## src/rtl/core/rc4_pkg.sv

```systemverilog
// ----------------------------------------------------------------------------
// rc4_pkg: shared types and constants for the RC4 random generator
// Holds field widths, register map, input kinds and the request struct.
// ----------------------------------------------------------------------------
package rc4_pkg;

  localparam int KeyBytes   = 128;
  localparam int KeyIdxW    = $clog2(KeyBytes);
  localparam int KeyLenW    = $clog2(KeyBytes + 1);

  localparam logic [23:0] BudgetReset  = 24'd1600000;
  localparam logic [11:0] DiscardReset = 12'd1024;

  localparam logic [31:0] BudgetFloor  = 32'h8000_0000;

  typedef enum logic [1:0] {
    KIND_ENTROPY = 2'd0,
    KIND_BYTE    = 2'd1,
    KIND_WORD    = 2'd2,
    KIND_UNIFORM = 2'd3
  } kind_t;

  localparam logic [0:0] REG_BUDGET  = 1'b0;
  localparam logic [0:0] REG_DISCARD = 1'b1;

  // Request from the sequencer to the modulo unit, and its status back.
  typedef struct packed {
    logic        start;
    logic [32:0] dividend;
    logic [31:0] divisor;
  } mod_req_t;

  typedef struct packed {
    logic        busy;
    logic        done;
    logic [31:0] rem;
  } mod_rsp_t;

endpackage

```

## src/rtl/core/rc4_if.sv

```systemverilog
// ----------------------------------------------------------------------------
// rc4_in_if / rc4_out_if: valid-ready channels of the RC4 random generator
// Input channel carries a request beat; output channel a result beat.
// ----------------------------------------------------------------------------
interface rc4_in_if;
  logic        valid;
  logic        ready;
  logic [1:0]  kind;
  logic [7:0]  entropy_byte;
  logic        entropy_last;
  logic [31:0] draw_limit;

  modport source (output valid, kind, entropy_byte, entropy_last, draw_limit,
                  input ready);
  modport sink   (input valid, kind, entropy_byte, entropy_last, draw_limit,
                  output ready);
endinterface

interface rc4_out_if;
  logic        valid;
  logic        ready;
  logic [31:0] value;
  logic        reseed_due;

  modport source (output valid, value, reseed_due, input ready);
  modport sink   (input valid, value, reseed_due, output ready);
endinterface

```

## src/rtl/core/rc4_random_generator.sv

```systemverilog
// ----------------------------------------------------------------------------
// rc4_random_generator: RC4 keystream generator with stir and reseed budget
// Steps: a byte draw is one RC4 step, a word four; a uniform draw does a modulo
// pass (2^32 mod limit), draws words until one is not below it and reduces
// it in a second pass. A stir does 256 key-mixing swaps, then the discard.
// Throughput: one item at a time; set by the single permutation RAM port and
// the serial modulo unit; no beat is taken while a result beat waits.
// Reset: a pass loads the identity permutation; no item is taken meanwhile.
// Configuration writes are taken at all times.
// ----------------------------------------------------------------------------
module rc4_random_generator
  import rc4_pkg::*;
(
  input  logic        clk,
  input  logic        rst,
  input  logic        psel,
  input  logic        penable,
  input  logic        pwrite,
  input  logic [2:0]  paddr,
  input  logic [31:0] pwdata,
  output logic [31:0] prdata,
  output logic        pready,
  rc4_in_if.sink      in_ch,
  rc4_out_if.source   out_ch
);

  typedef enum logic [16:0] {
    S_INIT   = 17'b00000000000000001,
    S_IDLE   = 17'b00000000000000010,
    S_MOD0   = 17'b00000000000000100,  // wait for 2^32 mod bound
    S_RDA    = 17'b00000000000001000,  // read S[i]
    S_RDB    = 17'b00000000000010000,  // latch a, read S[j]
    S_SWP    = 17'b00000000000100000,  // latch b, write S[i]
    S_WRJ    = 17'b00000000001000000,  // write S[j]
    S_RDO    = 17'b00000000010000000,  // read S[a+b]
    S_OUT    = 17'b00000000100000000,  // latch byte
    S_MOD1   = 17'b00000001000000000,  // wait for word mod bound
    S_EMIT   = 17'b00000010000000000,
    S_KRDA   = 17'b00000100000000000,  // key mixing
    S_KRDB   = 17'b00001000000000000,
    S_KSWP   = 17'b00010000000000000,
    S_KWRJ   = 17'b00100000000000000,
    S_DISC   = 17'b01000000000000000,  // decide next discard
    S_SEED   = 17'b10000000000000000   // seed byte read
  } state_t;

  state_t state;

  // --- configuration --------------------------------------------------------
  logic [23:0] reseed_budget;
  logic [11:0] discard_count;
  logic        cfg_wr;

  assign pready = 1'b1;
  assign cfg_wr = psel && penable && pwrite;

  always_ff @(posedge clk) begin
    if (rst) begin
      reseed_budget <= BudgetReset;
      discard_count <= DiscardReset;
    end else if (cfg_wr && paddr[2] == REG_DISCARD) begin
      discard_count <= pwdata[11:0];
    end else if (cfg_wr && paddr[2] == REG_BUDGET) begin
      reseed_budget <= pwdata[23:0];
    end
  end

  always_comb begin
    unique case (paddr[2])
      REG_BUDGET:  prdata = {8'd0, reseed_budget};
      REG_DISCARD: prdata = {20'd0, discard_count};
      default:     prdata = '0;
    endcase
  end

  // --- datapath registers ---------------------------------------------------
  logic [7:0]         idx_i, idx_j, ra, rb;
  logic [KeyLenW-1:0] seed_len;
  logic [KeyLenW-1:0] key_len;
  logic [KeyIdxW-1:0] key_pos;
  logic [8:0]         mix_cnt;
  logic [11:0]        disc_left;
  logic [31:0]        budget;      // signed
  logic [1:0]         kind;
  logic [1:0]         byte_cnt;
  logic [31:0]        word;
  logic [31:0]        bound;
  logic [31:0]        floor_v;
  logic               due;
  logic               discarding;
  logic               ov;
  logic [31:0]        oval;
  logic               odue;

  logic [7:0]  j_next;
  logic [32:0] spend;

  // --- permutation RAM, one port ---------------------------------------------
  logic [7:0] perm [256];
  logic [7:0] ram_addr;
  logic [7:0] ram_wdata;
  logic       ram_we;
  logic [7:0] ram_rdata;

  always_ff @(posedge clk) begin
    if (ram_we) perm[ram_addr] <= ram_wdata;
    ram_rdata <= perm[ram_addr];
  end

  // --- seed buffer ----------------------------------------------------------
  logic [7:0]         seed [KeyBytes];
  logic [KeyIdxW-1:0] seed_raddr;
  logic [7:0]         seed_rdata;
  logic               seed_we;

  always_ff @(posedge clk) begin
    if (seed_we) seed[seed_len[KeyIdxW-1:0]] <= in_ch.entropy_byte;
    seed_rdata <= seed[seed_raddr];
  end

  mod_req_t mreq;
  mod_rsp_t mrsp;

  rc4_mod_unit u_mod (.clk(clk), .rst(rst), .req(mreq), .rsp(mrsp));

  assign in_ch.ready = (state == S_IDLE) && !ov;
  assign out_ch.valid = ov;
  assign out_ch.value = oval;
  assign out_ch.reseed_due = odue;

  // signed subtract with floor at -2^31
  always_comb begin
    spend = {budget[31], budget} - ((kind == KIND_BYTE) ? 33'd1 : 33'd4);
  end

  // RAM address and write control
  always_comb begin
    ram_we    = 1'b0;
    ram_addr  = idx_i;
    ram_wdata = rb;
    j_next    = idx_j + ram_rdata;
    unique case (state)
      S_INIT: begin
        ram_we = 1'b1; ram_addr = mix_cnt[7:0]; ram_wdata = mix_cnt[7:0];
      end
      S_RDB:  ram_addr = j_next;
      S_KRDB: ram_addr = j_next + seed_rdata;
      S_SWP, S_KSWP: begin
        ram_we = 1'b1; ram_addr = idx_i; ram_wdata = ram_rdata;
      end
      S_WRJ, S_KWRJ: begin
        ram_we = 1'b1; ram_addr = idx_j; ram_wdata = ra;
      end
      S_RDO:  ram_addr = ra + rb;
      default: ram_addr = idx_i;
    endcase
  end

  always_comb begin
    mreq.start    = 1'b0;
    mreq.dividend = 33'h1_0000_0000;
    mreq.divisor  = bound;
    if (state == S_IDLE && in_ch.valid && !ov && in_ch.kind == KIND_UNIFORM
        && in_ch.draw_limit >= 32'd2) begin
      mreq.start   = 1'b1;
      mreq.divisor = in_ch.draw_limit;
    end else if (state == S_OUT && byte_cnt == 2'd3 && !discarding
                 && kind == KIND_UNIFORM && {word[23:0], ram_rdata} >= floor_v) begin
      mreq.start    = 1'b1;
      mreq.dividend = {1'b0, word[23:0], ram_rdata};
    end
  end

  assign seed_we = (state == S_IDLE) && in_ch.valid && !ov
                   && in_ch.kind == KIND_ENTROPY && seed_len < KeyLenW'(KeyBytes);
  assign seed_raddr = key_pos;

  always_ff @(posedge clk) begin
    if (rst) begin
      state    <= S_INIT;
      mix_cnt  <= '0;
      idx_i    <= '0;
      idx_j    <= '0;
      seed_len <= '0;
      budget   <= '0;
      ov       <= 1'b0;
    end else begin
      if (out_ch.valid && out_ch.ready) ov <= 1'b0;
      unique case (state)
        S_INIT: begin
          mix_cnt <= mix_cnt + 9'd1;
          if (mix_cnt == 9'd255) state <= S_IDLE;
        end
        S_IDLE: begin
          if (in_ch.valid && in_ch.ready) begin
            kind       <= in_ch.kind;
            bound      <= in_ch.draw_limit;
            due        <= 1'b0;
            byte_cnt   <= 2'd0;
            discarding <= 1'b0;
            unique case (in_ch.kind)
              KIND_ENTROPY: begin
                if (seed_len < KeyLenW'(KeyBytes)) seed_len <= seed_len + 1'b1;
                if (in_ch.entropy_last) begin
                  key_len <= (seed_len < KeyLenW'(KeyBytes)) ?
                             seed_len + 1'b1 : seed_len;
                  key_pos <= '0;
                  mix_cnt <= '0;
                  state   <= S_SEED;
                end
              end
              KIND_BYTE: begin
                due   <= budget[31] || budget == 32'd0;
                idx_i <= idx_i + 8'd1;
                state <= S_RDA;
              end
              KIND_WORD: begin
                due   <= budget[31] || budget == 32'd0;
                idx_i <= idx_i + 8'd1;
                state <= S_RDA;
              end
              KIND_UNIFORM: begin
                if (in_ch.draw_limit < 32'd2) begin
                  ov <= 1'b1; oval <= '0; odue <= 1'b0;
                end else begin
                  state <= S_MOD0;
                end
              end
              default: state <= S_IDLE;
            endcase
          end
        end
        S_MOD0: begin
          if (mrsp.done) begin
            floor_v <= mrsp.rem;
            due     <= due || budget[31] || budget == 32'd0;
            idx_i   <= idx_i + 8'd1;
            state   <= S_RDA;
          end
        end
        S_RDA: state <= S_RDB;
        S_RDB: begin
          ra    <= ram_rdata;
          idx_j <= j_next;
          state <= S_SWP;
        end
        S_SWP: begin
          rb    <= ram_rdata;
          state <= S_WRJ;
        end
        S_WRJ: state <= S_RDO;
        S_RDO: state <= S_OUT;
        S_OUT: begin
          if (discarding) begin
            state <= S_DISC;
          end else begin
            word <= {word[23:0], ram_rdata};
            if (kind == KIND_BYTE) begin
              budget <= spend[32:31] == 2'b10 ? BudgetFloor : spend[31:0];
              ov <= 1'b1; oval <= {24'd0, ram_rdata}; odue <= due;
              state <= S_IDLE;
            end else if (byte_cnt != 2'd3) begin
              byte_cnt <= byte_cnt + 2'd1;
              idx_i    <= idx_i + 8'd1;
              state    <= S_RDA;
            end else begin
              budget <= spend[32:31] == 2'b10 ? BudgetFloor : spend[31:0];
              byte_cnt <= 2'd0;
              if (kind == KIND_WORD) begin
                ov <= 1'b1; oval <= {word[23:0], ram_rdata}; odue <= due;
                state <= S_IDLE;
              end else if (mreq.start) begin
                state <= S_MOD1;
              end else begin
                // rejected: check budget after spend, try another word
                due   <= due || spend[32] || spend[31:0] == 32'd0;
                idx_i <= idx_i + 8'd1;
                state <= S_RDA;
              end
            end
          end
        end
        S_MOD1: begin
          if (mrsp.done) begin
            ov <= 1'b1; oval <= mrsp.rem; odue <= due;
            state <= S_IDLE;
          end
        end
        S_EMIT: state <= S_IDLE;
        S_SEED: begin
          // key byte is registered; start mixing from i-1+1 = i
          state <= S_KRDA;
        end
        S_KRDA: state <= S_KRDB;
        S_KRDB: begin
          ra    <= ram_rdata;
          idx_j <= j_next + seed_rdata;
          state <= S_KSWP;
        end
        S_KSWP: state <= S_KWRJ;
        S_KWRJ: begin
          key_pos <= (KeyLenW'(key_pos) + 1'b1 == key_len) ? '0 : key_pos + 1'b1;
          mix_cnt <= mix_cnt + 9'd1;
          if (mix_cnt == 9'd255) begin
            idx_j     <= idx_i;
            disc_left <= discard_count;
            seed_len  <= '0;
            state     <= S_DISC;
          end else begin
            idx_i <= idx_i + 8'd1;
            state <= S_SEED;
          end
        end
        S_DISC: begin
          discarding <= 1'b1;
          if (disc_left == 12'd0) begin
            budget <= {8'd0, reseed_budget};
            state  <= S_IDLE;
          end else begin
            disc_left <= disc_left - 12'd1;
            idx_i     <= idx_i + 8'd1;
            state     <= S_RDA;
          end
        end
        default: state <= S_IDLE;
      endcase
    end
  end

  // idle handshake only with output slot free
  assert property (@(posedge clk) disable iff (rst)
    in_ch.ready |-> !out_ch.valid)
    else $error("input taken while result pending");

  // result appears only on return to idle
  assert property (@(posedge clk) disable iff (rst)
    $rose(out_ch.valid) |-> state == S_IDLE)
    else $error("result raised outside idle");

  // non-negative budget never above 2^24-1, the largest configured load
  assert property (@(posedge clk) disable iff (rst)
    !budget[31] |-> budget <= 32'd16777215)
    else $error("budget out of range");

  // modulo unit only started when not busy
  assert property (@(posedge clk) disable iff (rst)
    mreq.start |-> !mrsp.busy)
    else $error("modulo unit restarted while busy");

endmodule

```

## src/rtl/core/rc4_mod_unit.sv

```systemverilog
// ----------------------------------------------------------------------------
// rc4_mod_unit: bit-serial restoring remainder
// Computes dividend mod divisor, one quotient bit per cycle.
// ----------------------------------------------------------------------------
module rc4_mod_unit
  import rc4_pkg::*;
(
  input  logic     clk,
  input  logic     rst,
  input  mod_req_t req,
  output mod_rsp_t rsp
);

  logic [32:0] dvd;
  logic [31:0] dsr;
  logic [32:0] rem;
  logic [5:0]  cnt;
  logic        busy;
  logic        done;

  logic [33:0] trial;
  logic [33:0] shifted;

  always_comb begin
    shifted = {rem, dvd[32]};
    trial   = shifted - {2'b00, dsr};
  end

  always_ff @(posedge clk) begin
    if (rst) begin
      busy <= 1'b0;
      done <= 1'b0;
    end else begin
      done <= busy && !req.start && cnt == 6'd32;
      if (req.start) begin
        busy <= 1'b1;
        cnt  <= 6'd0;
        dvd  <= req.dividend;
        dsr  <= req.divisor;
        rem  <= '0;
      end else if (busy) begin
        // shift in one dividend bit, subtract where it fits
        dvd <= {dvd[31:0], 1'b0};
        if (!trial[33]) rem <= trial[32:0];
        else            rem <= shifted[32:0];
        cnt <= cnt + 6'd1;
        if (cnt == 6'd32) begin
          busy <= 1'b0;
        end
      end
    end
  end

  assign rsp.busy = busy;
  assign rsp.done = done;
  assign rsp.rem  = rem[31:0];

endmodule
```

## src/flat_wrapper.sv

```systemverilog
// flat-port wrapper written by rule: the top's interface ports become plain ports
module rc4_random_generator_flat import rc4_pkg::*;
  (clk, rst, psel, penable, pwrite, paddr, pwdata, prdata, pready, in_ch_valid, in_ch_kind, in_ch_entropy_byte, in_ch_entropy_last, in_ch_draw_limit, in_ch_ready, out_ch_valid, out_ch_value, out_ch_reseed_due, out_ch_ready);
  rc4_in_if in_ch_i ();
  rc4_out_if out_ch_i ();
  input  logic clk;
  input  logic rst;
  input  logic psel;
  input  logic penable;
  input  logic pwrite;
  input  logic [2:0] paddr;
  input  logic [31:0] pwdata;
  output logic [31:0] prdata;
  output logic pready;
  input wire logic [$bits(in_ch_i.valid)-1:0] in_ch_valid;
  input wire logic [$bits(in_ch_i.kind)-1:0] in_ch_kind;
  input wire logic [$bits(in_ch_i.entropy_byte)-1:0] in_ch_entropy_byte;
  input wire logic [$bits(in_ch_i.entropy_last)-1:0] in_ch_entropy_last;
  input wire logic [$bits(in_ch_i.draw_limit)-1:0] in_ch_draw_limit;
  output wire logic [$bits(in_ch_i.ready)-1:0] in_ch_ready;
  output wire logic [$bits(out_ch_i.valid)-1:0] out_ch_valid;
  output wire logic [$bits(out_ch_i.value)-1:0] out_ch_value;
  output wire logic [$bits(out_ch_i.reseed_due)-1:0] out_ch_reseed_due;
  input wire logic [$bits(out_ch_i.ready)-1:0] out_ch_ready;
  assign in_ch_i.valid = in_ch_valid;
  assign in_ch_i.kind = in_ch_kind;
  assign in_ch_i.entropy_byte = in_ch_entropy_byte;
  assign in_ch_i.entropy_last = in_ch_entropy_last;
  assign in_ch_i.draw_limit = in_ch_draw_limit;
  assign in_ch_ready = in_ch_i.ready;
  assign out_ch_valid = out_ch_i.valid;
  assign out_ch_value = out_ch_i.value;
  assign out_ch_reseed_due = out_ch_i.reseed_due;
  assign out_ch_i.ready = out_ch_ready;
  rc4_random_generator u_core (.clk(clk), .rst(rst), .psel(psel), .penable(penable), .pwrite(pwrite), .paddr(paddr), .pwdata(pwdata), .prdata(prdata), .pready(pready), .in_ch(in_ch_i), .out_ch(out_ch_i));
endmodule
```

## config.mk

```make
export PLATFORM = sky130hd
export DESIGN_NAME = rc4_random_generator_flat
export DESIGN_NICKNAME = d
export VERILOG_FILES = /design/src/rtl/core/rc4_pkg.sv /design/src/rtl/core/rc4_if.sv /design/src/rtl/core/rc4_random_generator.sv /design/src/rtl/core/rc4_mod_unit.sv /design/src/flat_wrapper.sv
export SDC_FILE = /design/constraint.sdc
export NUM_CORES = 2
export LEC_CHECK = 0
export BUFFER_PORTS_ARGS = -buffer_cell sky130_fd_sc_hd__buf_2
export CAP_MARGIN = 30
export CORE_MARGIN = 2
export CORE_UTILIZATION = 63
export DETAILED_ROUTE_END_ITERATION = 8
export PLACE_DENSITY = 0.8
export RECOVER_POWER = 50
export SYNTH_ARGS = -nofsm -noshare
export SYNTH_HDL_FRONTEND = slang
export SYNTH_HIERARCHICAL = 1
export SYNTH_SLANG_ARGS = --single-unit
```

## constraint.sdc

```tcl
create_clock -name clk -period 12.2 [get_ports clk]
set_clock_uncertainty 0.05 [all_clocks]
set_input_delay 1.83 -clock clk [delete_from_list [all_inputs] [get_ports clk]]
set_output_delay 1.83 -clock clk [all_outputs]
set_load 0.05 [all_outputs]
```

==> impl_metrics.toml <==
[die]
rows = 173
core_area_um2 = 221700
floorplan.initialDensity_pct = 63.16
ioPinCount = 153
die_width_um = 475.4
die_height_um = 475.4
die-area_um2 = 226000

[route]
detail_route.wl_per_cell_um = 33.44
drt_first_iter_violations = 11617
drt_pass1_iterations = 7
num_vias = 75834
drt-total-wl_mm = 357.5
drtAntennaViolNets = 0
avgViaCountPerCell = 7.093
drc_markers = 0

[sta]
achievable-frequency_ghz = 0.1095
max_slew_margin_pct = -281.9
final-max-slew-violation-count = 2221
smallest_hold_slack_ps = 433.0
final-hold-violation-count = 0
finalSetupViolations = 0
final_period_minus_worst_setup_slack_ps = 9134
final_min_period_over_clock_period_pct = 74.87
timing.setup.tns_ps = 0
max_slew.worst_pin.slew_ps = 5728
rsz0062_at_grt = "no"

[grt]
grt_antenna_before_repair = 14
grt_first_pass_wirelength_mm = 515.8
gr-usage-all-layers_pct = 31.38
grt_start_max_net_pins = 257
overflow = 0
grt_pass1_vias = 75281

[flow_run]
maxCapViolations = 39

[synth]
avgSynthCellArea_um2 = 19.28
yosysWarningCount = 6
synthCells = 7261
synth.cell_area_um2 = 140000

[layout]
share_of_final_layout_standard_cells_stronger_than_drive_strength_1_pct = 20.92
final_nets = 7627
area_growth_syn_to_layout_pct = 10.17

[setup_path]
timing.reg2reg.worst_path_depth = 8
critical_path_capture_point_type = "register"
worst_path_maximum_fanout = 80
worst_setup_path_start_kind = "register"
timing.critical_path.arrival_ps = 9670
timing.critical_path.required_ps = 12730
r2r_setup_slack_ps = 3070
path_class = "reg2reg"

[placed_design]
numPortBuffers = 133
hpwl_mm = 188.4
gp_routability_congestion = 0.9381

[cts]
clock_tree.buffer_depth = 4
cts_made_buffers = 348
cts_resized = 0
clockRootBuffer = "clkbuf_16"
cts_sinks = 3482
tritoncts = "done"
clock_insertion_delay_worst_skew_ps = 970
ctsHoldBuffers = 0
clkSlewWorstSetupHoldPaths_ps = 60
cts.repair_timing.setup_buffer_count = 0
clock_tree.htree_level_count = 5

[power]
leakagePower_nw = 48.50
power_per_cell_area_nw_per_um2 = 176.4
share_clk_of_total_power_pct = 38.4
net-switching-power_mw = 6.568
pwr-share-seq_pct = 50.7
combinationalPowerShare_pct = 10.9
netSwitchingFraction_pct = 24.14
irDropWorstVdd_uv = 184.8
cell_internal_pwr_mw = 20.64

[worst_hold_path]
hold_path_stages = 2
hp-class = "reg2reg"

[outcome]
failed_checks = "capacitance limit, slew limit"
run_status = "finished, violations left"
-- layer usage --
layer	part of all wire, %	GRT usage [%]	wire, um
met2	49	50.73	175200
met3	11	6.345	39550
met1	35	42.16	123800
met5	0.016	0	56
met4	5.3	13.58	18990
-- power by group through the flow --
stage                     registers, mW  logic [mW]  clock network [mW]
after CTS                          13.7        2.89                10.5
final                              13.8        2.96                10.5
after global placement             14.0        2.71                   0
after global routing               13.8        3.07                10.9
after floorplan                    14.2        1.79                   0
after detailed placement           14.0        2.83                   0
-- layout by cell type (no fill, tap or decap), drive strengths merged, types with 34 or more instances in the layout --
cell and count:
mux4 848, dfxtp 136, buf 142, o21ai 92
a211oi 35, nor3 51, ha 100, clkinv 140
mux2 89, nor2b 35, nor2 595, inv 105
a22oi 281, edfxtp 3346, nand3 61, nand4 78
xnor2 48, clkbuf 561, and3 48, a21o 34
xor2 48, a21oi 160, nand2 248
-- worst max-delay path, stage by stage (launching register included) --
cell,delay (ps)
dfxtp_1,350
nor4_1,1160
nand3_1,520
o21ai_0,1460
a21oi_1,320
a21oi_4,220
clkbuf_1,1640
clkbuf_1,1930
buf_4,950
-- final timing paths --
path | start | to
worst max register to register | u_core/state[16] | u_core/perm[75][0]
worst max-delay path | u_core/state[16] | u_core/perm[75][0]
worst min-delay path | u_core/discard_count[0] | u_core/discard_count[0]
worst min register to register | u_core/discard_count[0] | u_core/discard_count[0]
-- through the flow --
step	setup slack, ps	power, mW	instances	util [%]	area [um^2]
after floorplan	1667	15.97	7268	-	140000
after global placement	5741	16.69	10041	64.65	143300
after detailed placement	5729	16.82	10052	64.75	143500
after CTS	5592	27.16	10666	69.65	154400
after global routing	2548	27.81	10681	69.57	154200
final	3066	27.21	10691	69.58	154200
-- final cells by class --
class | count | area (um^2)
diodes | 14 | 35.03
clock buffers | 432 | 9223
clock inverters | 182 | 1650
fillers | 12746 | 67420
inverters | 98 | 367.9
multi-input cells | 3237 | 34260
flip-flops and latches | 3482 | 103200
well taps | 2975 | 3722
repair buffers | 271 | 1773
-- registers in the layout, summed over array words and instances, names as in the netlist, 16 cells and up --
name	flops
u_core/bound	32
u_core/budget	32
u_core/floor_v	32
u_core/out_ch.value	32
u_core/perm	2048
u_core/reseed_budget	24
u_core/seed	1024
u_core/state	16
u_core/u_mod/dsr	32
u_core/u_mod/dvd	33
u_core/u_mod/rem	33
u_core/word	24
Note: power is estimated with default switching activity, not from simulation.
